**config.mk**
```make
export PLATFORM = sky130hd
export DESIGN_NAME = fcm_front
export DESIGN_NICKNAME = d
export VERILOG_FILES = /design/src/rtl/fluted_column_height_map_top_defines.svh /design/src/rtl/fcm_pkg.sv /design/src/rtl/fcm_front.sv
export SDC_FILE = /design/constraint.sdc
export NUM_CORES = 1
export LEC_CHECK = 0
export BUFFER_PORTS_ARGS = -buffer_cell sky130_fd_sc_hd__buf_2
export CORE_MARGIN = 5
export CORE_UTILIZATION = 65
export DETAILED_ROUTE_END_ITERATION = 10
export HOLD_SLACK_MARGIN = 0.1
export PLACE_DENSITY = 0.86
export SYNTH_ARGS = -nofsm -noshare
export SYNTH_HDL_FRONTEND = slang
export SYNTH_SLANG_ARGS = --single-unit
```
**constraint.sdc**
```tcl
create_clock -name clk -period 15.5 [get_ports clk]
set_input_delay 0.775 -clock clk [delete_from_list [all_inputs] [get_ports clk]]
set_output_delay 0.775 -clock clk [all_outputs]
set_load 0.1 [all_outputs]
```
**src/rtl/fluted_column_height_map_top_defines.svh**
```systemverilog
// Assertion macros shared by the height map RTL.
`ifndef FLUTED_COLUMN_HEIGHT_MAP_TOP_DEFINES_SVH
`define FLUTED_COLUMN_HEIGHT_MAP_TOP_DEFINES_SVH
`ifndef SYNTH
`define FCM_ASSERT_IMPLIES(lbl, ante, cons) \
  lbl: assert property (@(posedge clk) disable iff (!rst_n) (ante) |-> (cons)) \
    else $error("fcm assertion failed");
`define FCM_ASSERT_NEXT(lbl, ante, cons) \
  lbl: assert property (@(posedge clk) disable iff (!rst_n) (ante) |=> (cons)) \
    else $error("fcm assertion failed");
`else
`define FCM_ASSERT_IMPLIES(lbl, ante, cons)
`define FCM_ASSERT_NEXT(lbl, ante, cons)
`endif
`endif

```
**src/rtl/fcm_pkg.sv**
```systemverilog
package fcm_pkg;

  localparam int Q_W    = 17;
  localparam int RAD_W  = 33;
  localparam int ROOT_W = 17;
  localparam int RAMP_W = 11;

  typedef logic [Q_W-1:0] q_t;

  localparam q_t ONE = 17'h10000;
  localparam q_t OUT_MAX = 17'h1FFFF;
  localparam logic [17:0] THREE_ONE = 18'h30000;

  localparam int SCALE_SH = 27;
  localparam logic [63:0] SCALE_RECIP = ((64'd1 << SCALE_SH) + 64'd32) / 64'd33;
  localparam logic [27:0] SCALE_MUL = 28'(64'd38 * SCALE_RECIP);

  localparam logic [7:0]  RIDGES = 8'd200;
  localparam logic [15:0] BAND_LO = 16'd63570;
  localparam logic [15:0] BAND_HI = 16'd64880;
  localparam logic [19:0] CAP_BASE = 20'd720896;
  localparam int CAP_SH = 23;
  localparam logic [19:0] CAP_RECIP = 20'(((64'd1 << CAP_SH) + 64'd9) / 64'd10);

  localparam logic [15:0] TOP_A = 16'd61604;
  localparam logic [15:0] TOP_B = 16'd62915;
  localparam logic [15:0] BOT_A = 16'd655;
  localparam logic [15:0] BOT_B = 16'd1311;
  localparam logic [63:0] TOP_SPAN = 64'd1311;
  localparam logic [63:0] BOT_SPAN = 64'd656;
  localparam int TOP_SH = 22;
  localparam int BOT_SH = 21;
  localparam logic [27:0] TOP_RECIP =
    28'(((64'd1 << (TOP_SH + 16)) + TOP_SPAN - 64'd1) / TOP_SPAN);
  localparam logic [27:0] BOT_RECIP =
    28'(((64'd1 << (BOT_SH + 16)) + BOT_SPAN - 64'd1) / BOT_SPAN);

  localparam logic [7:0] FLUTE_RESET = 8'd20;
  localparam logic REG_FLUTE_COUNT = 1'b0;

  localparam int FRONT_LAT  = 4;
  localparam int VCORE_LAT  = 4;
  localparam int VALIGN_LAT = FRONT_LAT + ROOT_W;
  localparam int VDELAY     = VALIGN_LAT - VCORE_LAT;

  typedef struct packed {
    logic             valid;
    logic [RAD_W-1:0] rad;
  } rad_item_t;

  typedef struct packed {
    logic              valid;
    logic [ROOT_W-1:0] root;
  } root_item_t;

  typedef struct packed {
    q_t cap;
    q_t st;
    q_t sb;
  } vside_t;

  typedef struct packed {
    logic valid;
    q_t   h;
  } height_item_t;

endpackage

```
**src/rtl/fcm_front.sv**
```systemverilog
module fcm_front
  import fcm_pkg::*;
(
  input  logic        clk,
  input  logic        rst_n,
  input  logic        en,
  input  logic        in_valid,
  input  logic [7:0]  flute_cnt,
  input  logic [15:0] u_frac,
  output rad_item_t   rad_o
);

  logic [FRONT_LAT-1:0] vld_r, vld_nxt;
  logic [23:0]          phase_prod;
  logic [15:0]          phase_r, phase_nxt;
  q_t                   twice, tri_val;
  logic [44:0]          scaled;
  logic [17:0]          x_wide;
  q_t                   x_r, x_nxt;
  logic [33:0]          x_sq;
  q_t                   xs_r, xs_nxt;
  logic [RAD_W-1:0]     rad_r, rad_nxt;

  always_comb begin
    phase_prod = flute_cnt * u_frac;
    phase_nxt  = phase_prod[15:0];
    twice      = {1'b0, phase_r[14:0], 1'b0};
    tri_val    = phase_r[15] ? twice : ONE - twice;
    scaled     = tri_val * SCALE_MUL;
    x_wide     = scaled[SCALE_SH+17:SCALE_SH];
    x_nxt      = (x_wide > 18'(ONE)) ? ONE : x_wide[Q_W-1:0];
    x_sq       = x_r * x_r;
    xs_nxt     = x_sq[32:16];
    rad_nxt    = {ONE - xs_r, 16'b0};
    vld_nxt    = {vld_r[FRONT_LAT-2:0], in_valid};
  end

  always_ff @(posedge clk) begin
    if (!rst_n) begin
      vld_r <= '0;
    end else if (en) begin
      vld_r <= vld_nxt;
    end
  end

  always_ff @(posedge clk) begin
    if (en) begin
      phase_r <= phase_nxt;
      x_r     <= x_nxt;
      xs_r    <= xs_nxt;
      rad_r   <= rad_nxt;
    end
  end

  assign rad_o.valid = vld_r[FRONT_LAT-1];
  assign rad_o.rad   = rad_r;

endmodule

```
[After elaboration in Yosys (flattened, before gate mapping)]
Cells that the tools add are included.
Storage, ports and cells
  flip-flop bits (word level): 71
  input port bits: 28
  output and inout port bits: 34
  logic and storage cells: 12
Cells by class
  add/subtract/negate cells: 2
  $mul: 3
  $lt $le $gt $ge: 1
  mux-type cells: 1
Operators by type and width (count)
  17-bit by 25-bit multiplier with 42-bit output (second input constant): 1
  17-bit by 17-bit multiplier with 33-bit output: 1
  18-bit by 17-bit > comparator with 1-bit output (second input constant): 1
  17-bit 2-to-1 mux: 1
  17-bit by 16-bit subtractor with 17-bit output (first input constant): 1
  17-bit subtractor (first input constant): 1
  8-bit by 16-bit multiplier with 16-bit output: 1

[Logic depth before layout (Yosys ltp)]
  depth in word-level cells: 4
  mapped depth: 29
  gate-level depth less buffers: 27

[Worst setup path after synthesis]
No wires, ideal clock.
  kind: reg-to-reg
  from: register phase_r[3]
  to: register x_r[14] (data pin)
  arrival: 7.173 ns
  setup slack: 8.059 ns
  cell stages (with the launch flop): 27
  buffers on the path: 1
  cells stage by stage: edfxtp_1 nor3_1 nand2_1 nor4_1 nand2_1 nor4_1 ha_1 inv_1 fa_1 fa_1 inv_1 fa_1 fa_1 inv_1 fa_1 inv_1 ha_1 a21oi_1 o21bai_1 or2_1 a2111oi_2 nor2_1 a2111oi_2 nor3b_2 nand2_2 buf_2 nor3_1
On the way
  word-level cells in the longest chain between the ends: 4
Ends and longest elaborated chain
  start, declared: line fcm_front.sv:15  | logic [15:0] phase_r, phase_nxt;
  start signal, assigned: line fcm_front.sv:48  | phase_r <= phase_nxt;
  17-bit by 16-bit subtractor with 17-bit output: line fcm_front.sv:28  | tri_val = phase_r[15] ? twice : ONE - twice;
  17-bit 2-to-1 mux *: line fcm_front.sv:28
  17-bit by 25-bit multiplier with 42-bit output *: line fcm_front.sv:29  | scaled = tri_val * SCALE_MUL;
  18-bit by 17-bit > comparator with 1-bit output: line fcm_front.sv:31  | x_nxt = (x_wide > 18'(ONE)) ? ONE : x_wide[Q_W-1:0];
  end signal, assigned: line fcm_front.sv:49  | x_r <= x_nxt;
  end, declared: line fcm_front.sv:19  | q_t x_r, x_nxt;
Every way passes the cells marked *; elsewhere a longest branch is shown, timed or not.
A chain may end at the register's enable or synchronous reset.

[Worst setup path after layout]
  from: register phase_r[3]
  to: register x_r[10] (data pin)
Same word-level chain as after synthesis.

==> reports/metrics.cfg <==
[route]
ant_nets=0
drcViolationCount=0
via_per_inst=5.611
vias=14145
avgRoutedWirePerCell_um=17.16
routed_wl_um=43250
drt_iter0_drc=907
first_pass_iters=5

[worst_setup_path]
slowest_stage=nor4_1
cp_top_family=adder cells
crit_top_cell=fa_1
slowest_delay_ns=0.60
cp.arrival_ns=8.39
cp-end-kind=register
start_kind=register
crit_type=register to register
crit_required_ns=15.65
crit_buf_inv=4
path_max_fanout=15

[global_routing]
grt_pass1_vias=15628
globalRouteOverflowTotal=0
grt_pass1_wl_um=73560
grt_antenna_before_repair=0
track_usage_pct=26.88
grt_use_met2_pct=47.54
met3_usage_pct=3.967
gr-usage-met1_pct=33.36
grt.busiest_layer=met2
grt_start_max_net_pins=72

[floorplan]
die_w_um=184.9
die-area_um2=34190
rows=64
initial_utilization_pct=65.35
fp.dieH_um=184.9
core_area_um2=30430
io_pins=62

[logic_synthesis]
synth_cell_types=79
synthTopCellsByCount=inv_1 (545), fa_1 (360), ha_1 (285)
ys.warnings.count=0
mappedNetlistArea_um2=19890
synth.avg_cell_area_um2=9.452
synth.largest_area_cell=fa_1
synth-edff-count=67
ys_seq_area_share_pct=10.52
synth_top_area_share_pct=36.24
ys_top_cells_by_area=fa_1 (36%), ha_1 (18%), inv_1 (10%), edfxtp_1 (10%), and2_1 (4.1%)
ys_async_sr_fraction_pct=0
ys_ff_latch=71
yosysMostFrequentCell=inv_1
synthCells=2104
ys.flop_type=edfxtp_1

[layout]
fillers=2205
drive_gt1_share_pct=4.047
seq_area_um2=2092
finalNetCount=2793
multi_input_area_um2=15510
area_growth_pct=4.259
antennaDiodeCount=0

[clock_network]
cts_tree=built
cts_resized=0
postCtsSetupRepairBufs=0
cts_buffers=9
cts.clk_slew.worst_paths_ns=0.07
holdBufCountCts=0
insertion_delay_ns=0.37
h-tree-depth=3
numClockSinks=71
cts_buffer_depth=2
cts.root.buffer_cell=clkbuf_16

[timing]
grt_setup_unrepaired=no
maxSlewHeadroom_pct=35.09
skew_ns=0.01378
worstMarginPinSlew_ns=0.9737
max_freq_mhz=121.3
setup_viol_count_final=0
tns_ns=0
finalCritPeriodShare_pct=53.19
maxSlewViolCount=0
finalCriticalPeriod_ns=8.244
hold_violations=0

[placement]
io_buffers=45
gp_congestion=0.9763
hpwlAfterDp_um=36640

[status]
status=completed

[job]
maxCapViolCount=0

[min_path]
hold_class=register to register

path summary, 6_finish.rpt:
path	from	to	slack [ns]	cells after the start
max	phase_r[3]$_DFFE_PP_	x_r[10]$_SDFFCE_PN0P_	7.26	25
max reg2reg	phase_r[3]$_DFFE_PP_	x_r[10]$_SDFFCE_PN0P_	7.26	25
min reg2reg	vld_r[0]$_SDFFE_PN0P_	vld_r[0]$_SDFFE_PN0P_	0.52	2
min	vld_r[0]$_SDFFE_PN0P_	vld_r[0]$_SDFFE_PN0P_	0.52	2
through the flow:
stage                     hold WS (ns)  std cells  worst slack, ns  util [%]  instance area (um^2)
final                           0.5176       2521            7.256     68.14                 20730
after global routing            0.5447       2521            6.757     68.14                 20730
after CTS                       0.5252       2521            7.369     68.14                 20730
after detailed placement        0.5098       2505            7.480     67.06                 20410
after global placement          0.4940       2505            7.707     67.06                 20410
after floorplan                 0.4515       2119            8.059         -                 19940
kinds of logic (layout without fill, tap and decap cells):
| logic type | count (synthesis) | in the layout | synth area share, % |
|---|---|---|---|
| other | 1 | 16 | 0.01886 |
| xor gates and xnor gates | 85 | 85 | 3.744 |
| buffers and inverters | 604 | 610 | 11.75 |
| AOI/OAI and AO/OA | 197 | 197 | 6.682 |
| DFF | 71 | 71 | 10.52 |
| adders and majority gates | 645 | 645 | 54.17 |
| and+or+nand+nor | 491 | 491 | 12.58 |
| muxes | 10 | 10 | 0.5348 |
area by class of cell:
class	instances	share of cell area, %
repair buffers	49	1.243
clock buffers	9	1.086
well taps	396	2.390
inverters	545	9.867
multi-input cells	1444	74.83
clock inverters	7	0.4948
flip-flops and latches	71	10.09
tightest hold or removal path, delay by kind of cell, from the launching register on:
kind             cells  cell delay (ns)
flip-flops           1             0.32
multiplexers         1             0.06
AND/OR/NAND/NOR      1             0.10
per-layer routing:
| layer | routed length (um) | vias to the layer above |
|---|---|---|
| li1 | - | 6556 |
| met1 | 17240 | 7003 |
| met2 | 21960 | 452 |
| met3 | 2329 | 134 |
| met4 | 1732 | 0 |
| met5 | 0 | - |
layout by cell type (no fill, tap or decap), types with 4 or more instances in the layout:
master     Yosys  final
a211oi_1       5      5
a21boi_0       5      5
a21o_1        21     21
a21oi_1       59     59
a31oi_1       10     10
a41o_1         4      4
and2_1       129    129
and3_1        13     13
buf_2          3     44
buf_4         17      5
clkbuf_16      0      9
conb_1         1     16
dfxtp_1        4      4
edfxtp_1      67     67
fa_1         360    360
ha_1         285    285
inv_1        545    545
mux2i_1        8      8
nand2_1      161    161
nand2b_1       8      8
nand3_1       14     14
nand4_1       11     11
nor2_1        68     68
nor2b_1       13     13
nor3_1        30     30
nor3b_1        4      4
nor4_1        11     11
o211ai_1       7      7
o21a_1         9      9
o21ai_0       28     28
o21bai_1       6      6
or2_2          5      5
xnor2_1       54     54
xor2_1        31     31
registers in the layout (all words and copies together), names as in the netlist:
name,cells
phase_r,16
rad_r,17
vld_r,4
x_r,17
xs_r,17
Power is left out: the tool's default activity adds up to more than one toggle a clock period on the data nets, which glitch-free logic cannot reach.
