File: config.mk
export PLATFORM = sky130hd
export DESIGN_NAME = fcm_blend
export DESIGN_NICKNAME = d
export VERILOG_FILES = /design/src/rtl/fluted_column_height_map_top_defines.svh /design/src/rtl/fcm_pkg.sv /design/src/rtl/fcm_blend.sv
export SDC_FILE = /design/constraint.sdc
export NUM_CORES = 2
export LEC_CHECK = 0
export ABC_AREA = 0
export BUFFER_PORTS_ARGS = -buffer_cell sky130_fd_sc_hd__buf_2
export CORE_UTILIZATION = 39
export CTS_CLUSTER_DIAMETER = 80
export DETAILED_ROUTE_END_ITERATION = 8
export PLACE_DENSITY = 0.64
export SLEW_MARGIN = 40
export SYNTH_ARGS = -nofsm -noshare
export SYNTH_HDL_FRONTEND = slang
export SYNTH_SLANG_ARGS = --single-unit
File: constraint.sdc
create_clock -name clk -period 12.2 [get_ports clk]
set_input_delay 1.83 -clock clk [delete_from_list [all_inputs] [get_ports clk]]
set_output_delay 1.83 -clock clk [all_outputs]
set_load 0.1 [all_outputs]
File: src/rtl/fluted_column_height_map_top_defines.svh
// Assertion macros shared by the height map RTL.
`ifndef FLUTED_COLUMN_HEIGHT_MAP_TOP_DEFINES_SVH
`define FLUTED_COLUMN_HEIGHT_MAP_TOP_DEFINES_SVH
`ifndef SYNTH
`define FCM_ASSERT_IMPLIES(lbl, ante, cons) \
  lbl: assert property (@(posedge clk) disable iff (!rst_n) (ante) |-> (cons)) \
    else $error("fcm assertion failed");
`define FCM_ASSERT_NEXT(lbl, ante, cons) \
  lbl: assert property (@(posedge clk) disable iff (!rst_n) (ante) |=> (cons)) \
    else $error("fcm assertion failed");
`else
`define FCM_ASSERT_IMPLIES(lbl, ante, cons)
`define FCM_ASSERT_NEXT(lbl, ante, cons)
`endif
`endif

File: src/rtl/fcm_pkg.sv
package fcm_pkg;

  localparam int Q_W    = 17;
  localparam int RAD_W  = 33;
  localparam int ROOT_W = 17;
  localparam int RAMP_W = 11;

  typedef logic [Q_W-1:0] q_t;

  localparam q_t ONE = 17'h10000;
  localparam q_t OUT_MAX = 17'h1FFFF;
  localparam logic [17:0] THREE_ONE = 18'h30000;

  localparam int SCALE_SH = 27;
  localparam logic [63:0] SCALE_RECIP = ((64'd1 << SCALE_SH) + 64'd32) / 64'd33;
  localparam logic [27:0] SCALE_MUL = 28'(64'd38 * SCALE_RECIP);

  localparam logic [7:0]  RIDGES = 8'd200;
  localparam logic [15:0] BAND_LO = 16'd63570;
  localparam logic [15:0] BAND_HI = 16'd64880;
  localparam logic [19:0] CAP_BASE = 20'd720896;
  localparam int CAP_SH = 23;
  localparam logic [19:0] CAP_RECIP = 20'(((64'd1 << CAP_SH) + 64'd9) / 64'd10);

  localparam logic [15:0] TOP_A = 16'd61604;
  localparam logic [15:0] TOP_B = 16'd62915;
  localparam logic [15:0] BOT_A = 16'd655;
  localparam logic [15:0] BOT_B = 16'd1311;
  localparam logic [63:0] TOP_SPAN = 64'd1311;
  localparam logic [63:0] BOT_SPAN = 64'd656;
  localparam int TOP_SH = 22;
  localparam int BOT_SH = 21;
  localparam logic [27:0] TOP_RECIP =
    28'(((64'd1 << (TOP_SH + 16)) + TOP_SPAN - 64'd1) / TOP_SPAN);
  localparam logic [27:0] BOT_RECIP =
    28'(((64'd1 << (BOT_SH + 16)) + BOT_SPAN - 64'd1) / BOT_SPAN);

  localparam logic [7:0] FLUTE_RESET = 8'd20;
  localparam logic REG_FLUTE_COUNT = 1'b0;

  localparam int FRONT_LAT  = 4;
  localparam int VCORE_LAT  = 4;
  localparam int VALIGN_LAT = FRONT_LAT + ROOT_W;
  localparam int VDELAY     = VALIGN_LAT - VCORE_LAT;

  typedef struct packed {
    logic             valid;
    logic [RAD_W-1:0] rad;
  } rad_item_t;

  typedef struct packed {
    logic              valid;
    logic [ROOT_W-1:0] root;
  } root_item_t;

  typedef struct packed {
    q_t cap;
    q_t st;
    q_t sb;
  } vside_t;

  typedef struct packed {
    logic valid;
    q_t   h;
  } height_item_t;

endpackage

File: src/rtl/fcm_blend.sv
module fcm_blend
  import fcm_pkg::*;
(
  input  logic         clk,
  input  logic         rst_n,
  input  logic         en,
  input  root_item_t   root_i,
  input  vside_t       vs_i,
  output height_item_t h_o
);

  logic [2:0]  vld_r, vld_nxt;
  q_t          root_c;
  q_t          flute_r, flute_nxt;
  vside_t      vs1_r;
  logic [33:0] p_flute, p_cap;
  logic [34:0] inner_sum;
  q_t          inner_r, inner_nxt;
  q_t          sb2_r;
  logic [33:0] p_inner;
  logic [34:0] h_sum;
  logic [18:0] h_wide;
  q_t          h_r, h_nxt;

  always_comb begin
    root_c    = (root_i.root > ONE) ? ONE : root_i.root;
    flute_nxt = ONE - root_c;
    p_flute   = flute_r * (ONE - vs1_r.st);
    p_cap     = vs1_r.cap * vs1_r.st;
    inner_sum = 35'(p_flute) + 35'(p_cap);
    inner_nxt = inner_sum[32:16];
    p_inner   = inner_r * sb2_r;
    h_sum     = 35'({ONE - sb2_r, 16'b0}) + 35'(p_inner);
    h_wide    = h_sum[34:16];
    h_nxt     = (h_wide > 19'(OUT_MAX)) ? OUT_MAX : h_wide[Q_W-1:0];
    vld_nxt   = {vld_r[1:0], root_i.valid};
  end

  always_ff @(posedge clk) begin
    if (!rst_n) begin
      vld_r <= '0;
    end else if (en) begin
      vld_r <= vld_nxt;
    end
  end

  always_ff @(posedge clk) begin
    if (en) begin
      flute_r <= flute_nxt;
      vs1_r   <= vs_i;
      inner_r <= inner_nxt;
      sb2_r   <= vs1_r.sb;
      h_r     <= h_nxt;
    end
  end

  assign h_o.valid = vld_r[2];
  assign h_o.h     = h_r;

endmodule

* After elaboration in Yosys (flattened, before gate mapping) *
Index checks and enable logic that the tools add are counted.

storage, ports and cells
  bits in latches = 0
  word-level logic and storage cells = 19
  output and inout port bits = 18
  memories = 0
  memory bits (writable) = 0
  ROM bits = 0
  bits in registers = 122

cells by class
  add/subtract/negate cells = 5
  bitwise logic cells = 0
  reduce and logical (&&, ||, !) cells = 0
  eq/ne operators = 0
  $mul = 3
  multiplexer cells = 1
  shift-type cells = 0
  divide/modulo/power cells = 0
  $lt $le $gt $ge = 2

operators by type and width
  operator                  count
  $add A33 B34 Y35          1
  $mul A17 B17 Y34          1
  $sub A17 B17 Y17 const A  2
  $add A33 B33 Y33          1
  $mul A17 B17 Y33          1
  $mul A18 B18 Y33          1
  $gt A19 B17 Y1 const B    1
  $sub A17 B17 Y18 const A  1
  $gt A17 B17 Y1 const B    1
  $mux W17                  1

* Depth between registers and ports, before layout *
  depth after elaboration = 3
  mapped depth = 34
  gate-level depth less buffers = 33

* Worst setup path before layout *
No wires, ideal clock.

  path type = register -> register
  start point = register vs1_r[18] in the netlist's numbering
  end point = register inner_r[14] (data pin)
  period minus slack after synthesis = 8.131 ns
  arrival time = 7.874 ns
  stages on the path, launching flop included = 34
  path buffers = 3
  setup slack = 4.069 ns
  cell sequence = edfxtp_1 clkbuf_1 clkbuf_1 inv_1 ha_1 nand2_1 nor2_1 xnor2_1 clkbuf_1 and2_1 fa_1 fa_1 inv_1 fa_1 inv_1 fa_1 inv_1 fa_1 inv_1 fa_1 fa_1 inv_1 fa_1 inv_1 ha_1 nand3_1 nor2_1 o211ai_1 a21boi_1 nor2_1 nor3_1 nor4b_1 o41a_1 xnor2_1

on the way
  longest elaborated chain between the ends = 3

RTL lines
  item                    line             source
  from (decl)             fcm_blend.sv:15  vside_t vs1_r;
  from (signal assigned)  fcm_blend.sv:50  vs1_r <= vs_i;
  $sub A17 B17 Y18        fcm_blend.sv:28  p_flute = flute_r * (ONE - vs1_r.st);
  $mul A18 B18 Y33        fcm_blend.sv:28
  $add A33 B33 Y33 *      fcm_blend.sv:30  inner_sum = 35'(p_flute) + 35'(p_cap);
  via inner_sum[30]       fcm_blend.sv:17  logic [34:0] inner_sum;
  to (signal assigned)    fcm_blend.sv:51  inner_r <= inner_nxt;
  to (decl)               fcm_blend.sv:18  q_t inner_r, inner_nxt;

Mark *: on every way through the listed nets, which the timed path passes. The rest lies on a longest branch.
A chain may end at the register's enable or synchronous reset.

* Final worst setup path *
  start point = register vs1_r[26] in the netlist's numbering
  end point = register inner_r[16] (data pin)

The elaborated chain is that of the path after synthesis.

==> impl_metrics.json <==
{
  "r2r_slack_ns": 3.02,
  "vias_per_cell": 4.81,
  "die_w_um": 298,
  "setup_ws_ns": 3.02,
  "cts_setup_buffers": 0,
  "yosys-top-cells-count": "inv_1 (900), fa_1 (762), and2_1 (506)",
  "cap_violations": 0,
  "criticalPathCategory": "flip-flop to flip-flop",
  "h-tree-depth": 4,
  "synth.most_common_cell": "inv_1",
  "worstPathBufferInverterCount": 4,
  "crit_fanout": 21,
  "drc": 0,
  "ctsResizeCount": 0,
  "synth.cell_area_um2": 34100,
  "drt_iter0_drc": 1227,
  "finalCritPeriodShare": 0.752,
  "maxSlewHeadroom": 0.425,
  "synth-seq-cells": 122,
  "fp.dieH_um": 298,
  "endpoint_kind": "flip-flop",
  "syn_inst": 3555,
  "seq_area_frac_synth": 0.106,
  "tightest_slew_ns": 0.862,
  "grt_pass1_vias": 24600,
  "slowest_delay_ns": 0.72,
  "status": "complete, no violations",
  "crit_slowest_cell": "edfxtp_1",
  "yosysTopAreaCell": "fa_1",
  "antenna_found_initial": 4,
  "cts_max_path_buffers": 2,
  "area_growth_pct": 6.76,
  "skew_ns": 0.0261,
  "syn_area_per_cell_um2": 9.61,
  "ant_nets": 0,
  "port_buffers": 89,
  "io_pins": 90,
  "critPathLaunchType": "flip-flop",
  "cp_top_family": "adder cells",
  "dr.pass1.iters": 6,
  "routabilityCongestion": 0.871,
  "syn-num-nets": 4718,
  "clock-sinks": 122,
  "hpwl_um": 65900,
  "final_max_slew_viol_count": 0,
  "cts_tree": "built",
  "fp-row-count": 108,
  "async_flop_share": 0,
  "grt_pass1_wl_um": 132000,
  "cts_buffers": 17,
  "yosys_warnings": 0,
  "antenna_cells": 0,
  "min_path_type": "flip-flop to flip-flop",
  "vias": 22700,
  "die_area_um2": 88700,
  "wl_um": 79800,
  "synth_area_leaders": "fa_1 (45%), ha_1 (12%), edfxtp_1 (10%)",
  "coreArea_um2": 86800,
  "hold_buffers": 0,
  "setup_violations": 0,
  "final_nets": 4720,
  "rsz0062_at_grt": "no",
  "finalHoldViolations": 0,
  "synthFlopType": "edfxtp_1",
  "track_usage": 0.191,
  "cp_data_required_time_ns": 12.45,
  "fin_setup_tns_ns": 0,
  "fill_cells": 8541,
  "fmax_mhz": 109,
  "synth_top_area_share": 0.447,
  "grt_max_degree": 80,
  "start_util": 0.394,
  "cts_root_buf": "clkbuf_16",
  "place_ws_ns": 2.94,
  "cp.arrival_ns": 9.43,
  "path_common_cell": "fa_1",
  "synthDistinctLibCells": 61,
  "final.min_clock_period_ns": 9.18,
  "clk_pin_slew_worst_paths_ns": 0.08,
  "drive_gt1_frac": 0.0487,
  "grt_overflow": 0,
  "synth-edff-count": 119,
  "clk_latency_ns": 0.51,
  "wire_per_inst_um": 16.9
}
==> worst reg2reg max path, cell delays in order, from the launching register on <==
cell,delay (ns)
edfxtp_1,0.72
or4_4,0.70
nor4_4,0.18
nand4b_1,0.26
xnor2_4,0.50
and2_1,0.23
fa_1,0.43
fa_1,0.50
inv_1,0.07
fa_1,0.53
inv_1,0.05
fa_1,0.49
fa_1,0.58
fa_1,0.46
fa_1,0.50
inv_1,0.05
fa_1,0.48
inv_1,0.04
ha_1,0.34
a21oi_1,0.14
o21ai_0,0.09
a21oi_1,0.23
a21boi_1,0.13
nor2_1,0.35
a21oi_1,0.23
a221o_1,0.40
a21oi_1,0.18
xnor2_1,0.08
==> stage by stage <==
step	instances	util	hold WS, ns	instance area, um^2
detailed placement	4686	0.412	0.405	35800
global placement	4684	0.412	0.403	35700
finish	4725	0.420	0.410	36500
global route	4725	0.420	0.412	36500
CTS	4718	0.419	0.414	36300
floorplan	3555	-	0.400	34100
==> kinds of logic (layout without fill, tap and decap cells) <==
family | Yosys count | after routing | synth area share
compound gates | 138 | 138 | 0.0256
fa+ha+maj | 1091 | 1091 | 0.567
buf+inv | 1041 | 1056 | 0.115
xor+xnor | 80 | 80 | 0.0210
flops | 122 | 122 | 0.106
mux | 5 | 5 | 0.00147
simple gates | 1078 | 1078 | 0.163
==> layout by cell type, fill, tap and decap left out, drive strengths merged, types with 13 or more instances in the layout <==
cell    instances
nand3          13
buf           122
inv           908
fa            762
clkbuf         19
xnor2          57
and2          506
o21ai          39
nor3           24
a21oi          39
ha            329
edfxtp        119
nand2         405
a21o           18
xor2           23
nor2           69
==> worst paths after layout <==
check        cells after the start       from     endpoint
max                             27  vs1_r[26]  inner_r[16]
min                              0   vs1_r[7]     sb2_r[7]
max reg2reg                     27  vs1_r[26]  inner_r[16]
min reg2reg                      0   vs1_r[7]     sb2_r[7]
==> area by class of cell <==
class	count	area, um^2	share of cell area
clock buffer	18	429	0.0118
clock inverter	14	134	0.00367
inverter	901	3380	0.0928
multi-input combinational	2392	26700	0.732
sequential	122	3630	0.0997
tap	1155	1450	0.0396
timing repair buffer	123	758	0.0208
==> routing by layer <==
metal / global-route usage / part of all wire / up-vias
met5: 0 / 0.00033 / -
met4: 0.0433 / 0.016 / 4
met3: 0.0295 / 0.049 / 84
met2: 0.319 / 0.48 / 530
met1: 0.260 / 0.46 / 11700
li1: - / - / 10400
==> sequential cells by signal (all words and copies together) (netlist names) <==
name / count
vs1_r: 51
sb2_r: 17
flute_r: 17
inner_r: 17
h_r: 17
vld_r: 3
Power is not shown: default switching activity piles up to over one toggle a cycle in this logic, so the estimate is an artifact.
