File: src/rtl/fluted_column_height_map_top_defines.svh
// Assertion macros shared by the height map RTL.
`ifndef FLUTED_COLUMN_HEIGHT_MAP_TOP_DEFINES_SVH
`define FLUTED_COLUMN_HEIGHT_MAP_TOP_DEFINES_SVH
`ifndef SYNTH
`define FCM_ASSERT_IMPLIES(lbl, ante, cons) \
  lbl: assert property (@(posedge clk) disable iff (!rst_n) (ante) |-> (cons)) \
    else $error("fcm assertion failed");
`define FCM_ASSERT_NEXT(lbl, ante, cons) \
  lbl: assert property (@(posedge clk) disable iff (!rst_n) (ante) |=> (cons)) \
    else $error("fcm assertion failed");
`else
`define FCM_ASSERT_IMPLIES(lbl, ante, cons)
`define FCM_ASSERT_NEXT(lbl, ante, cons)
`endif
`endif

File: src/rtl/fcm_pkg.sv
package fcm_pkg;

  localparam int Q_W    = 17;
  localparam int RAD_W  = 33;
  localparam int ROOT_W = 17;
  localparam int RAMP_W = 11;

  typedef logic [Q_W-1:0] q_t;

  localparam q_t ONE = 17'h10000;
  localparam q_t OUT_MAX = 17'h1FFFF;
  localparam logic [17:0] THREE_ONE = 18'h30000;

  localparam int SCALE_SH = 27;
  localparam logic [63:0] SCALE_RECIP = ((64'd1 << SCALE_SH) + 64'd32) / 64'd33;
  localparam logic [27:0] SCALE_MUL = 28'(64'd38 * SCALE_RECIP);

  localparam logic [7:0]  RIDGES = 8'd200;
  localparam logic [15:0] BAND_LO = 16'd63570;
  localparam logic [15:0] BAND_HI = 16'd64880;
  localparam logic [19:0] CAP_BASE = 20'd720896;
  localparam int CAP_SH = 23;
  localparam logic [19:0] CAP_RECIP = 20'(((64'd1 << CAP_SH) + 64'd9) / 64'd10);

  localparam logic [15:0] TOP_A = 16'd61604;
  localparam logic [15:0] TOP_B = 16'd62915;
  localparam logic [15:0] BOT_A = 16'd655;
  localparam logic [15:0] BOT_B = 16'd1311;
  localparam logic [63:0] TOP_SPAN = 64'd1311;
  localparam logic [63:0] BOT_SPAN = 64'd656;
  localparam int TOP_SH = 22;
  localparam int BOT_SH = 21;
  localparam logic [27:0] TOP_RECIP =
    28'(((64'd1 << (TOP_SH + 16)) + TOP_SPAN - 64'd1) / TOP_SPAN);
  localparam logic [27:0] BOT_RECIP =
    28'(((64'd1 << (BOT_SH + 16)) + BOT_SPAN - 64'd1) / BOT_SPAN);

  localparam logic [7:0] FLUTE_RESET = 8'd20;
  localparam logic REG_FLUTE_COUNT = 1'b0;

  localparam int FRONT_LAT  = 4;
  localparam int VCORE_LAT  = 4;
  localparam int VALIGN_LAT = FRONT_LAT + ROOT_W;
  localparam int VDELAY     = VALIGN_LAT - VCORE_LAT;

  typedef struct packed {
    logic             valid;
    logic [RAD_W-1:0] rad;
  } rad_item_t;

  typedef struct packed {
    logic              valid;
    logic [ROOT_W-1:0] root;
  } root_item_t;

  typedef struct packed {
    q_t cap;
    q_t st;
    q_t sb;
  } vside_t;

  typedef struct packed {
    logic valid;
    q_t   h;
  } height_item_t;

endpackage

File: src/rtl/fcm_sqrt.sv
`include "fluted_column_height_map_top_defines.svh"

module fcm_sqrt
  import fcm_pkg::*;
(
  input  logic       clk,
  input  logic       rst_n,
  input  logic       en,
  input  rad_item_t  rad_i,
  output root_item_t root_o
);

  localparam int TW = RAD_W + 2;

  logic [ROOT_W-1:0] vld_r, vld_nxt;
  logic [ROOT_W:0]   vld_s;
  logic [RAD_W-1:0]  rem_r    [ROOT_W];
  logic [RAD_W-1:0]  rem_nxt  [ROOT_W];
  logic [RAD_W-1:0]  rem_s    [ROOT_W+1];
  logic [ROOT_W-1:0] root_r   [ROOT_W];
  logic [ROOT_W-1:0] root_nxt [ROOT_W];
  logic [ROOT_W-1:0] root_s   [ROOT_W+1];
  logic [TW-1:0]     trial    [ROOT_W];
  logic [ROOT_W-1:0] take;

  always_comb begin
    rem_s[0]  = rad_i.rad;
    root_s[0] = '0;
    vld_s[0]  = rad_i.valid;
    for (int k = 0; k < ROOT_W; k++) begin
      rem_s[k+1]  = rem_r[k];
      root_s[k+1] = root_r[k];
      vld_s[k+1]  = vld_r[k];
    end
    for (int k = 0; k < ROOT_W; k++) begin
      trial[k] = (TW'(root_s[k]) << (ROOT_W - k)) + (TW'(1) << (2 * (ROOT_W - 1 - k)));
      take[k]  = TW'(rem_s[k]) >= trial[k];
      rem_nxt[k]  = take[k] ? rem_s[k] - trial[k][RAD_W-1:0] : rem_s[k];
      root_nxt[k] = take[k] ? root_s[k] | (ROOT_W'(1) << (ROOT_W - 1 - k)) : root_s[k];
      vld_nxt[k]  = vld_s[k];
    end
  end

  always_ff @(posedge clk) begin
    if (!rst_n) begin
      vld_r <= '0;
    end else if (en) begin
      vld_r <= vld_nxt;
    end
  end

  always_ff @(posedge clk) begin
    if (en) begin
      rem_r  <= rem_nxt;
      root_r <= root_nxt;
    end
  end

  assign root_o.valid = vld_r[ROOT_W-1];
  assign root_o.root  = root_r[ROOT_W-1];

  `FCM_ASSERT_IMPLIES(a_root_rem_bound, vld_r[ROOT_W-1], rem_r[ROOT_W-1] <= RAD_W'({root_r[ROOT_W-1], 1'b0}))

endmodule

File: config.mk
export PLATFORM = sky130hd
export DESIGN_NAME = fcm_sqrt
export DESIGN_NICKNAME = d
export VERILOG_FILES = /design/src/rtl/fcm_pkg.sv /design/src/rtl/fcm_sqrt.sv
export VERILOG_INCLUDE_DIRS = /design/src /design/src/rtl
export SDC_FILE = /design/constraint.sdc
export NUM_CORES = 1
export LEC_CHECK = 0
export BUFFER_PORTS_ARGS = -buffer_cell sky130_fd_sc_hd__clkbuf_2
export CAP_MARGIN = 20
export CORE_UTILIZATION = 58
export DETAILED_ROUTE_END_ITERATION = 6
export PLACE_DENSITY = 0.74
export SLEW_MARGIN = 25
export SYNTH_ARGS = -nofsm -noshare
export SYNTH_HDL_FRONTEND = slang
export SYNTH_SLANG_ARGS = --single-unit
File: constraint.sdc
create_clock -name clk -period 6.25 [get_ports clk]
set_input_delay 1.875 -clock clk [delete_from_list [all_inputs] [get_ports clk]]
set_output_delay 1.875 -clock clk [all_outputs]
set_load 0.1 [all_outputs]
* After elaboration in Yosys (flattened, before gate mapping)
Index checks and enable logic that the tools add are counted.
** Storage, ports and cells
- Register bits :: 834
- Bits in latches :: 0
- RAM bits :: 0
- Memory bits (read-only) :: 0
- Output and inout bits :: 18
- Memories :: 0
** Cells by class
- Add/subtract/negate cells :: 32
- Multipliers :: 0
- Div/mod/pow operators :: 0
- Order comparisons :: 17
- Equality and inequality tests :: 0
- Shift operators :: 0
- Muxes and demuxes :: 17
- Bitwise gates (word level) :: 0
- Reductions and logical operators :: 0
** Operator list (number)
- $mux W33 :: 16
- $sub A33 B33 Y33 :: 2
- $add A33 B31 Y34 const B :: 1
- $ge A33 B34 Y1 :: 1
- $add A32 B29 Y33 const B :: 1
- $ge A33 B19 Y1 :: 1
- $ge A33 B20 Y1 :: 1
- $ge A33 B21 Y1 :: 1
- $ge A33 B22 Y1 :: 1
- $ge A33 B23 Y1 :: 1
- $ge A33 B24 Y1 :: 1
- $ge A33 B25 Y1 :: 1
- $ge A33 B26 Y1 :: 1
- $ge A33 B27 Y1 :: 1
- $ge A33 B28 Y1 :: 1
- $ge A33 B29 Y1 :: 1
- $ge A33 B30 Y1 :: 1
- $ge A33 B31 Y1 :: 1
- $ge A33 B32 Y1 :: 1
- $ge A33 B33 Y1 :: 1
- $ge A33 B33 Y1 const B :: 1
- $sub A33 B20 Y33 :: 1
- $sub A33 B21 Y33 :: 1
- $sub A33 B22 Y33 :: 1
- 26 further kinds :: 26

* Depth between registers and ports, before layout
- Word-level depth :: 3
- Gate-level depth with buffers :: 13
- Depth with buffers taken out :: 10

* Worst setup path before layout
No wires, ideal clock.
- Kind :: input to register
- Start point :: input port en
- End point :: register vld_r[10]
- Data arrival time :: 2.985 ns
- Required time :: 6.133 ns
- Setup slack :: 3.148 ns
- Stages :: 4
- Path buffers :: 2
- Cells stage by stage :: clkbuf_1 -> clkbuf_1 -> mux2i_1 -> nor2b_1
** RTL lines
- start, declared :: line fcm_sqrt.sv:8 : input logic en,
- end signal, assigned :: line fcm_sqrt.sv:48 : vld_r <= vld_nxt;
- end, declared :: line fcm_sqrt.sv:15 : logic [ROOT_W-1:0] vld_r, vld_nxt;

==> flow_summary_export.csv <==
group,metric,value,unit
worst_setup_path,startpoint,"rem_r[259]",
worst_setup_path,crit_arrival,3.78,ns
pwr,p_per_area,357,nW/um^2
grt,antenna_found_initial,0,
placement,hpwl,47.2,mm
sta,finalHoldViolCount,0,
grt,grt_pass1_vias,19800,
worst_setup_path,critical-path-top-delay-family,"simple AND/OR/NAND/NOR gates",
clock_tree,h-tree-depth,3,
die,start_util,0.592,
sta,worstMarginPinSlew,0.972,ns
clock_tree,hold_buffers,0,
sta,holdWs,0.432,ns
sta,setup_viol,0,
worst_setup_path,cp-start-kind,"register",
worst_setup_path,crit_top_cell,"or4_1",
clock_tree,insertion_delay,0.64,ns
logic_synthesis,async_reset_ff_frac,0,
logic_synthesis,synth.avg_cell_area,13.0,sq um
worst_setup_path,critPathSlowestCell,"and4b_1",
sta,timing.clock.skew,0.0407,ns
worst_setup_path,required,6.63,ns
die,die_h,240,microns
clock_tree,cts_resized,0,
route,drt_iter0_markers,1507,
worst_hold_path,holdPathStages,0,
final_layout,nets,2822,
sta,clock.fmax,294,MHz
route,totalWireLength,65.0,mm
clock_tree,cts_buffers,73,
final_layout,syn_to_final_growth,11.1,%
clock_tree,postCtsSetupBuffers,0,
sta,slew_headroom,0.351,
worst_setup_path,path_max_fanout,29,
route,vias,20100,
worst_hold_path,hold_start,"rem_r[207]",
logic_synthesis,synth_warnings,0,
worst_setup_path,r2r_slack,2.85,ns
placement,port_buffers,54,
logic_synthesis,ys.flop_type,"edfxtp_1",
route,dr.pass1.iters,6,
sta,rsz0062_at_grt,"no",
worst_hold_path,hold_path.class,"reg2reg",
logic_synthesis,syn_inst,2521,
route,ant_nets,0,
pwr,p_leak,13.7,nW
pwr,ir_drop,0.297,mV
worst_setup_path,cp_num_buf_inv,0,
grt,grt_pass1_wl,103,mm
die,core_area,55500,sq um
die,io_pins,55,
sta,drv_slew,0,
placement,gp_congestion,0.910,
logic_synthesis,synth_nets,2725,
sta,finalCritPeriodShare,0.545,
logic_synthesis,netlist_area,32900,sq um
sta,setup_tns,0,ns
logic_synthesis,yosys.cell_types.count,86,
route,vias_per_cell,5.86,
clock_tree,clkTransAtPathRegs,0.06,ns
die,die_width,240,microns
worst_setup_path,path_depth,5,
final_layout,drive_gt1_frac,0.0879,
grt,grt_max_degree,145,
logic_synthesis,synth-edff-count,681,
logic_synthesis,ys_seq_area_frac,0.633,
route,drc,0,
die,fp-row-count,86,
logic_synthesis,ys_ff_latch,698,
worst_setup_path,rr_worst_depth,5,
run,max_cap_viol_count,0,
worst_setup_path,cp-end-kind,"register",
worst_setup_path,max_stage_delay,0.90,ns
final_layout,n_fill_cell,4072,
clock_tree,cts_tree,"yes",
sta,min_period,3.40,ns
worst_setup_path,worstReg2RegStart,"rem_r[259]",
route,wl_per_cell,19.0,microns
clock_tree,cts.sinks,698,
grt,grt_usage,0.230,
grt,overflow,0,
die,dieArea,57600,sq um
clock_tree,cts_root_buf,"clkbuf_16",
pwr,p_total,13.0,mW
worst_setup_path,crit_chain,"or4_1 -> or4_1 -> a41o_1 -> and4b_1 -> mux2_2",
worst_setup_path,path_class,"reg2reg",
run_status,status,"finished clean",
clock_tree,clk_path_buf_depth,3,
worst paths after layout:
kind	end
max reg2reg	rem_r[213]
max	rem_r[213]
min reg2reg	rem_r[174]
min	rem_r[174]
power breakdown:
group | internal [mW] | switching (mW) | leakage [nW] | total, mW
sequential | 5.93 | 0.484 | 6.66 | 6.41
clock | 2.47 | 1.84 | 1.16 | 4.30
combinational | 0.992 | 1.32 | 5.89 | 2.31
sequential cells by signal, indices dropped and copies added, names as in the netlist:
signal,flops
rem_r,528
root_o,17
root_r,136
vld_r,17
stage by stage:
| step | utilization | setup slack [ns] | area [sq um] | std cells |
|---|---|---|---|---|
| global route | 0.657 | 2.61 | 36500 | 3421 |
| floorplan | - | 3.15 | 32900 | 2521 |
| finish | 0.657 | 2.85 | 36500 | 3422 |
| detailed placement | 0.613 | 2.63 | 34000 | 3291 |
| CTS | 0.657 | 2.82 | 36500 | 3421 |
| global placement | 0.613 | 2.68 | 34000 | 3291 |
layer usage:
metal | track usage | vias up | wire length, microns
li1 | - | 9641 | -
met1 | 0.277 | 9760 | 26400
met2 | 0.413 | 511 | 33700
met3 | 0.0348 | 145 | 2650
met4 | 0.0859 | 0 | 2230
met5 | 0 | - | 0
cell usage after synthesis, drive strengths merged (17+ instances only):
library cell,instances,area share
nor4,74,0.014
ha,166,0.063
edfxtp,681,0.62
nor3,71,0.011
nor4b,20,0.0053
nand2,138,0.016
o21ai,99,0.015
inv,207,0.024
nand4,34,0.0065
nor2,143,0.016
or3,29,0.0055
clkbuf,25,0.0029
a21o,42,0.0096
nor2b,37,0.0070
o31ai,17,0.0039
buf,19,0.0034
dfxtp,17,0.010
nand3,39,0.0059
a21oi,134,0.021
nand2b,24,0.0046
xnor2,120,0.032
o21a,33,0.0075
mux2,27,0.0093
xor2,89,0.024
mux2i,25,0.0076
worst register-to-register path, cell delays in order, from the launching register on:
cell      delay (ns)
edfxtp_1        0.42
or4_1           0.60
or4_1           0.52
a41o_1          0.27
and4b_1         0.90
mux2_2          0.44
cells by family after synthesis:
group	Yosys count	synth area share
other	1	0.000114
AND/OR/NAND/NOR	699	0.113
buffers and inverters	251	0.0299
XOR/XNOR	209	0.0557
AO/OA/AOI/OAI	444	0.0876
flip-flops	698	0.633
adder cells (fa/ha/maj)	167	0.0638
multiplexers	52	0.0169
cell usage in the layout, fill, tap and decap left out, drive strengths merged, types with 10 or more instances in the layout:
cell type    n
nand2b      24
clkinv      31
nand4       34
or3         29
or4         11
o21a        33
o31ai       17
o21bai      10
nor3        71
dfxtp       17
clkbuf     139
o211ai      11
nand3       39
inv        208
or2         10
and3        14
nor2b       37
nand3b      11
a211oi      16
nand2      138
and2        14
xor2        89
ha         166
xnor2      120
edfxtp     681
buf         13
nor4b       20
a21oi      134
nor2       143
o21ai       99
nor4        74
a31oi       13
a21o        42
mux2i       25
mux2        27
cell type report:
class	instances	area, sq um	area share
sequential	698	20800	0.570
multi-input combinational	1572	11100	0.304
clock buffer	86	1900	0.0519
tap	748	936	0.0256
inverter	207	777	0.0213
clock inverter	44	548	0.0150
timing repair buffer	66	445	0.0122
antenna	1	2.50	0.0000686
No activity file was read; power rests on OpenSTA's default activity.
