File: config.mk
export PLATFORM = sky130hd
export DESIGN_NAME = fcm_vpath
export DESIGN_NICKNAME = d
export VERILOG_FILES = /design/src/rtl/fluted_column_height_map_top_defines.svh /design/src/rtl/fcm_pkg.sv /design/src/rtl/fcm_vpath.sv
export SDC_FILE = /design/constraint.sdc
export NUM_CORES = 2
export LEC_CHECK = 0
export BUFFER_PORTS_ARGS = -buffer_cell sky130_fd_sc_hd__buf_2
export CAP_MARGIN = 40
export CORE_MARGIN = 2
export CORE_UTILIZATION = 65
export DETAILED_ROUTE_END_ITERATION = 12
export GPL_TIMING_DRIVEN = 0
export PLACE_DENSITY = 0.84
export REMOVE_ABC_BUFFERS = 1
export SKIP_CTS_REPAIR_TIMING = 1
export SYNTH_ARGS = -nofsm -noshare
export SYNTH_HDL_FRONTEND = slang
export SYNTH_SLANG_ARGS = --single-unit
export TNS_END_PERCENT = 20
File: constraint.sdc
create_clock -name clk -period 8.5 [get_ports clk]
set_input_delay 0 -clock clk [delete_from_list [all_inputs] [get_ports clk]]
set_output_delay 0 -clock clk [all_outputs]
set_load 0.03 [all_outputs]
File: src/rtl/fluted_column_height_map_top_defines.svh
// Assertion macros shared by the height map RTL.
`ifndef FLUTED_COLUMN_HEIGHT_MAP_TOP_DEFINES_SVH
`define FLUTED_COLUMN_HEIGHT_MAP_TOP_DEFINES_SVH
`ifndef SYNTH
`define FCM_ASSERT_IMPLIES(lbl, ante, cons) \
  lbl: assert property (@(posedge clk) disable iff (!rst_n) (ante) |-> (cons)) \
    else $error("fcm assertion failed");
`define FCM_ASSERT_NEXT(lbl, ante, cons) \
  lbl: assert property (@(posedge clk) disable iff (!rst_n) (ante) |=> (cons)) \
    else $error("fcm assertion failed");
`else
`define FCM_ASSERT_IMPLIES(lbl, ante, cons)
`define FCM_ASSERT_NEXT(lbl, ante, cons)
`endif
`endif

File: src/rtl/fcm_pkg.sv
package fcm_pkg;

  localparam int Q_W    = 17;
  localparam int RAD_W  = 33;
  localparam int ROOT_W = 17;
  localparam int RAMP_W = 11;

  typedef logic [Q_W-1:0] q_t;

  localparam q_t ONE = 17'h10000;
  localparam q_t OUT_MAX = 17'h1FFFF;
  localparam logic [17:0] THREE_ONE = 18'h30000;

  localparam int SCALE_SH = 27;
  localparam logic [63:0] SCALE_RECIP = ((64'd1 << SCALE_SH) + 64'd32) / 64'd33;
  localparam logic [27:0] SCALE_MUL = 28'(64'd38 * SCALE_RECIP);

  localparam logic [7:0]  RIDGES = 8'd200;
  localparam logic [15:0] BAND_LO = 16'd63570;
  localparam logic [15:0] BAND_HI = 16'd64880;
  localparam logic [19:0] CAP_BASE = 20'd720896;
  localparam int CAP_SH = 23;
  localparam logic [19:0] CAP_RECIP = 20'(((64'd1 << CAP_SH) + 64'd9) / 64'd10);

  localparam logic [15:0] TOP_A = 16'd61604;
  localparam logic [15:0] TOP_B = 16'd62915;
  localparam logic [15:0] BOT_A = 16'd655;
  localparam logic [15:0] BOT_B = 16'd1311;
  localparam logic [63:0] TOP_SPAN = 64'd1311;
  localparam logic [63:0] BOT_SPAN = 64'd656;
  localparam int TOP_SH = 22;
  localparam int BOT_SH = 21;
  localparam logic [27:0] TOP_RECIP =
    28'(((64'd1 << (TOP_SH + 16)) + TOP_SPAN - 64'd1) / TOP_SPAN);
  localparam logic [27:0] BOT_RECIP =
    28'(((64'd1 << (BOT_SH + 16)) + BOT_SPAN - 64'd1) / BOT_SPAN);

  localparam logic [7:0] FLUTE_RESET = 8'd20;
  localparam logic REG_FLUTE_COUNT = 1'b0;

  localparam int FRONT_LAT  = 4;
  localparam int VCORE_LAT  = 4;
  localparam int VALIGN_LAT = FRONT_LAT + ROOT_W;
  localparam int VDELAY     = VALIGN_LAT - VCORE_LAT;

  typedef struct packed {
    logic             valid;
    logic [RAD_W-1:0] rad;
  } rad_item_t;

  typedef struct packed {
    logic              valid;
    logic [ROOT_W-1:0] root;
  } root_item_t;

  typedef struct packed {
    q_t cap;
    q_t st;
    q_t sb;
  } vside_t;

  typedef struct packed {
    logic valid;
    q_t   h;
  } height_item_t;

endpackage

File: src/rtl/fcm_vpath.sv
module fcm_vpath
  import fcm_pkg::*;
#(
  parameter int V_W = 16
) (
  input  logic           clk,
  input  logic           en,
  input  logic [V_W-1:0] v_i,
  output vside_t         vs_o
);

  logic [23:0]       prod200;
  logic              band_r, band_nxt;
  logic [15:0]       fr_r, fr_nxt;
  logic              tlo_r, tlo_nxt, thi_r, thi_nxt;
  logic              blo_r, blo_nxt, bhi_r, bhi_nxt;
  logic [RAMP_W-1:0] td_r, td_nxt, bd_r, bd_nxt;

  logic [19:0]       cap_num;
  logic [39:0]       cap_prod;
  logic [38:0]       tprod, bprod;
  q_t                cap2_r, cap2_nxt, st2_r, st2_nxt, sb2_r, sb2_nxt;

  logic [33:0]       tsq, bsq;
  logic [32:0]       tsq_r, bsq_r;
  q_t                cap3_r, st3_r, sb3_r;

  logic [17:0]       tw, bw;
  logic [50:0]       tpoly, bpoly;
  vside_t            core_r, core_nxt;
  vside_t            dly_r [VDELAY];

  always_comb begin
    band_nxt = (v_i >= V_W'(BAND_LO)) && (v_i <= V_W'(BAND_HI));
    prod200  = v_i[15:0] * RIDGES;
    fr_nxt   = prod200[15:0];
    tlo_nxt  = v_i <= V_W'(TOP_A);
    thi_nxt  = v_i >= V_W'(TOP_B);
    td_nxt   = RAMP_W'(v_i - V_W'(TOP_A));
    blo_nxt  = v_i <= V_W'(BOT_A);
    bhi_nxt  = v_i >= V_W'(BOT_B);
    bd_nxt   = RAMP_W'(v_i - V_W'(BOT_A));

    cap_num  = CAP_BASE - {3'b0, fr_r, 1'b0};
    cap_prod = cap_num * CAP_RECIP;
    cap2_nxt = band_r ? cap_prod[CAP_SH+Q_W-1:CAP_SH] : ONE;
    tprod    = td_r * TOP_RECIP;
    bprod    = bd_r * BOT_RECIP;
    st2_nxt  = tlo_r ? '0 : (thi_r ? ONE : tprod[TOP_SH+Q_W-1:TOP_SH]);
    sb2_nxt  = blo_r ? '0 : (bhi_r ? ONE : bprod[BOT_SH+Q_W-1:BOT_SH]);

    tsq = st2_r * st2_r;
    bsq = sb2_r * sb2_r;

    tw    = THREE_ONE - {st3_r, 1'b0};
    bw    = THREE_ONE - {sb3_r, 1'b0};
    tpoly = tsq_r * tw;
    bpoly = bsq_r * bw;
    core_nxt.cap = cap3_r;
    core_nxt.st  = tpoly[48:32];
    core_nxt.sb  = bpoly[48:32];
  end

  always_ff @(posedge clk) begin
    if (en) begin
      band_r <= band_nxt;
      fr_r   <= fr_nxt;
      tlo_r  <= tlo_nxt;
      thi_r  <= thi_nxt;
      td_r   <= td_nxt;
      blo_r  <= blo_nxt;
      bhi_r  <= bhi_nxt;
      bd_r   <= bd_nxt;
      cap2_r <= cap2_nxt;
      st2_r  <= st2_nxt;
      sb2_r  <= sb2_nxt;
      tsq_r  <= tsq[32:0];
      bsq_r  <= bsq[32:0];
      cap3_r <= cap2_r;
      st3_r  <= st2_r;
      sb3_r  <= sb2_r;
      core_r <= core_nxt;
      dly_r[0] <= core_r;
      for (int i = 1; i < VDELAY; i++) begin
        dly_r[i] <= dly_r[i-1];
      end
    end
  end

  assign vs_o = dly_r[VDELAY-1];

endmodule

Word level (Yosys, flattened, before mapping)
Memory sizes are Yosys's and may differ from the RTL's.
Index checks and enable logic that the tools add are counted.
Storage, ports and cells
  register bits: 259
  RAM bits: 867
  output and inout bits: 51
  memories kept: 1
Memories
  dly_r: words 17, width 51, rd ports 17, clocked after memory_dff 0, wr ports 17, line fcm_vpath.sv:31  | vside_t dly_r [VDELAY];
Cells by class
  add/subtract/negate cells: 5
  multipliers: 8
  order comparisons: 6
  multiplexer cells: 4
  reduce and logical (&&, ||, !) cells: 3
Operator list (number)
  $mul A33 B18 Y49: 2
  $mul A17 B17 Y33: 2
  $mul A20 B20 Y40 const B: 1
  $mul A11 B27 Y38 const B: 1
  $sub A18 B18 Y18 const A: 2
  $mul A11 B25 Y35 const B: 1
  $mux W17: 2
  $ge A16 B16 Y1 const B: 2
  $le A16 B16 Y1 const B: 2
  $sub A20 B17 Y20 const A: 1
  $ge A16 B11 Y1 const B: 1
  $le A16 B10 Y1 const B: 1
  $mul A16 B5 Y13 const B: 1
  $sub A11 B10 Y11 const B: 1
  $sub A11 B8 Y11 const B: 1
  $reduce_or A2 Y1: 2
  $mux W1: 2
  $logic_and A1 B1 Y1: 1

Depth between registers and ports, before layout
  word-level depth: 2
  mapped depth: 31
  depth with buffers taken out: 29

Worst setup path before layout
OpenSTA, ideal clock, no wires.
  kind: flip-flop to flip-flop
  from: reg tsq_r[0]
  to: reg core_r[26] (netlist name) (data pin)
  arrival time: 7455 ps
  data required time: 8238 ps
  setup slack: 782 ps
  cell stages (with the launch flop): 31
  buffers on the path: 3
  period minus slack after synthesis: 7718 ps
  path through: edfxtp_1 -> clkbuf_1 -> clkbuf_1 -> inv_1 -> ha_1 -> nand2_1 -> nor3b_1 -> nand3b_1 -> nand2_1 -> xor2_1 -> clkbuf_1 -> nand2_1 -> fa_1 -> fa_1 -> inv_1 -> fa_1 -> fa_1 -> fa_1 -> inv_1 -> fa_1 -> inv_1 -> ha_1 -> a211o_1 -> a311o_1 -> a211oi_1 -> o41ai_1 -> o32a_1 -> a21o_1 -> a21oi_1 -> o21bai_1 -> xor2_1
Between the ends
  cells in the longest elaborated chain, start to end: 1
RTL lines
  start: declaration: line fcm_vpath.sv:25  | logic [32:0] tsq_r, bsq_r;
  start signal: assignment: line fcm_vpath.sv:77  | tsq_r <= tsq[32:0];
  $mul A33 B18 Y49: line fcm_vpath.sv:57  | tpoly = tsq_r * tw;
  named net tpoly[41]: line fcm_vpath.sv:29  | logic [50:0] tpoly, bpoly;
  end signal: assignment: line fcm_vpath.sv:82  | core_r <= core_nxt;
  end: declaration: line fcm_vpath.sv:30  | vside_t core_r, core_nxt;
The timed path passes the listed nets, and every way through them passes these cells.
A chain may end at the register's enable or synchronous reset.

Worst setup path after layout
Same ends and word-level chain as after synthesis.

==> impl_metrics.toml <==
[outcome]
status = "complete, no violations"

[detailed_routing]
drc = 0
routed-via-count = 60400
wirelength_mm = 211
routedWlPerCell_um = 19.7
drtIter0Drc = 5386
vias_per_cell = 5.64
ant_nets = 0
drt_pass1_iterations = 6

[sta]
max_freq_ghz = 0.118
final.period_utilization_pct = 99.4
holdWs_ps = 72.8
slew_headroom_pct = 34.0
tightestPinTransition_ps = 989
setup_violations = 0
period_minus_slack_ps = 8450
hold_viol_final = 0
finalClockSkew_ps = 75.9
slew_violations = 0

[critical_path]
r2r_end = "core_r[26]"
r2r_cells = 31
cp-start-kind = "flip-flop"
path_common_cell = "fa_1"
worst_path_largest_cell_delay_ps = 590
critical_path_class = "reg -> reg"
critPathCapture = "core_r[26]"
worstPathRequired_ps = 8990
arrival_ps = 8940
worstSetupStartpoint = "tsq_r[0]"
crit_path_end_kind = "flip-flop"
cp_slowest_cell = "fa_1"
reg2reg_slack_ps = 50
path_max_fanout = 24
rr_startpoint = "tsq_r[0]"

[place]
portBuffers = 68
hpwl_mm = 149
place.gp.congestion = 0.910

[logic_synthesis]
yosysSeqAreaShare_pct = 34.0
syn_inst = 8494
syn_avg_cell_area_um2 = 11.6
synthArstFlopShare_pct = 0
ys_ff_latch = 1120
ys.flop_type = "edfxtp_1"
synth_edf_count = 1120
ys_types = 69
yosysWarnings = 0
syn_area_um2 = 98900

[die]
die_w_um = 394
io_pins = 69
core-area_um2 = 152000
die_h_um = 394
initial_utilization_pct = 65.2
die_area_um2 = 155000
core.rowCount = 143

[min_path]
hold_class = "in -> reg"

[global_routing]
grtUsageTotal_pct = 27.3
grt.met3_usage_pct = 5.54
met2_usage_pct = 46.5
grt_busiest_layer = "met2"
grt_pass1_wl_mm = 338
grt_util_met1_pct = 34.2
grt_max_degree = 131
antenna_found_initial = 1
grt.overflow.total = 0
grt_pass1_vias = 67100

[cts]
cts_root_buf = "clkbuf_16"
cts.sink_count = 1120
cts_buffers = 111
cts_tree = "done"
worstSkewPairLatency_ps = 780
cts_max_path_buffers = 3
htreeDepth = 3
cts.clk_slew.worst_paths_ps = 60

[final_layout]
area_delta_synth_final_pct = 8.38
drive_gt1_share_pct = 5.30
layout.nets = 11100

[job]
cap_viol_max_count = 0
==> worst max-delay path, delay by kind of cell, from the launching register on <==
family          cells  cell delay, ps
fa+ha+maj           8            3520
compound gates      8            1930
flops               1             430
buf+inv            10            1250
xor+xnor            2             410
simple gates        3             630
==> cells in the final DEF, fill, tap and decap left out, types with 24 or more instances in the layout <==
master,netlist,routed
xnor2_1,143,125
nor2b_1,28,28
buf_4,51,52
buf_2,0,67
and2_1,512,512
o21ai_0,72,69
clkbuf_16,0,112
xor2_1,69,53
nand2_1,892,886
inv_1,2138,2135
edfxtp_1,1120,1120
nand4_1,24,24
fa_1,1534,1532
conb_1,2,26
buf_8,0,24
a21oi_1,135,131
a21o_1,82,82
nor3_1,60,56
nand3_1,37,37
o21a_1,28,28
ha_1,932,931
nor2_1,168,167
==> cell families (layout without fill, tap and decap cells) <==
family,count (synthesis),count (layout),share of synthesized area (%)
AND/OR/NAND/NOR,1840,1840,8.91
buffers and inverters,2400,2556,9.30
flip-flops,1120,1120,34.0
AO/OA/AOI/OAI,449,449,2.98
XOR/XNOR,212,212,1.88
adder cells (fa/ha/maj),2466,2466,42.9
other,2,27,0.00759
multiplexers,5,5,0.0531
==> registers in the layout (all words and copies together), names as in the netlist, 11 cells and up <==
| register | cells |
|---|---|
| core_r | 51 |
| tsq_r | 32 |
| td_r | 11 |
| cap2_r | 17 |
| cap3_r | 17 |
| dly_r | 867 |
| bsq_r | 32 |
| fr_r | 11 |
| st2_r | 17 |
| st3_r | 16 |
| sb3_r | 16 |
| bd_r | 11 |
| sb2_r | 17 |
==> worst min-delay path by stage <==
stage | slack (ps) | to | startpoint | cells past startpoint
2_1_floorplan | 100 | fr_r[5] | v_i[2] | 0
3_3_place_gp | 290 | td_r[1] | v_i[1] | 1
3_5_place_dp | 280 | td_r[1] | v_i[1] | 1
4_1_cts | -510 | td_r[1] | v_i[1] | 1
5_1_grt | 80 | td_r[1] | v_i[1] | 2
6_report | 70 | td_r[1] | v_i[1] | 2
==> metal layers <==
| metal | part of all wire, % | wire length, µm |
|---|---|---|
| met5 | 0 | 0 |
| met4 | 5.0 | 10500 |
| met3 | 8.3 | 17600 |
| met2 | 50 | 105000 |
| met1 | 37 | 77500 |
==> stage by stage <==
stage / cell area [µm²] / cells / util (%) / setup WS [ps] / TNS [ps]
2_1_floorplan: 97800 / 8256 / - / -16.1 / -16.1
3_3_place_gp: 101000 / 10400 / 66.4 / -9690 / -
3_5_place_dp: 102000 / 10400 / 67.4 / -1050 / -25030
4_1_cts: 106000 / 10600 / 70.0 / -1250 / -29070
5_1_grt: 107000 / 10700 / 70.7 / -222 / -1840
6_report: 107000 / 10700 / 70.7 / 48.8 / 0
==> cell type report <==
type	count	area (µm²)
multi-input combinational	4998	56800
fill	9647	44400
sequential	1120	33600
inverter	2138	8040
clock buffer	122	2820
tap	2030	2540
timing repair buffer	211	2260
clock inverter	85	1070
antenna	1	2.50
==> synth_stat cells (all sizes together) (4+ instances only) <==
master   instances  area (µm²)
inv           2138        8030
fa            1534       30700
edfxtp        1120       33600
ha             932       11700
nand2          892        3350
and2           512        3200
clkbuf         209         785
nor2           168         631
xnor2          143        1250
a21oi          135         676
a21o            82         616
o21ai           72         360
xor2            69         604
nor3            60         300
buf             53         390
nand3           37         185
nor2b           28         175
o21a            28         210
nand4           25         163
and3            21         131
nand2b          20         125
or2             19         119
a211oi          18         135
nor4            17         106
o21bai          15         113
a31oi           12        81.3
o211ai          11        82.6
or3              8        50.1
o2111ai          7        61.3
a2111oi          6        52.6
and4             6        52.6
nand3b           6        45.0
or4              6        45.0
a22oi            5        37.5
nor3b            5        37.5
o211a            5        50.1
a211o            4        35.0
a21boi           4        30.0
a221oi           4        35.0
a311oi           4        35.0
a31o             4        35.0
a41o             4        40.0
a41oi            4        35.0
o41ai            4        35.0
Power is not shown: default switching activity piles up to over one toggle a cycle in this logic, so the estimate is an artifact.
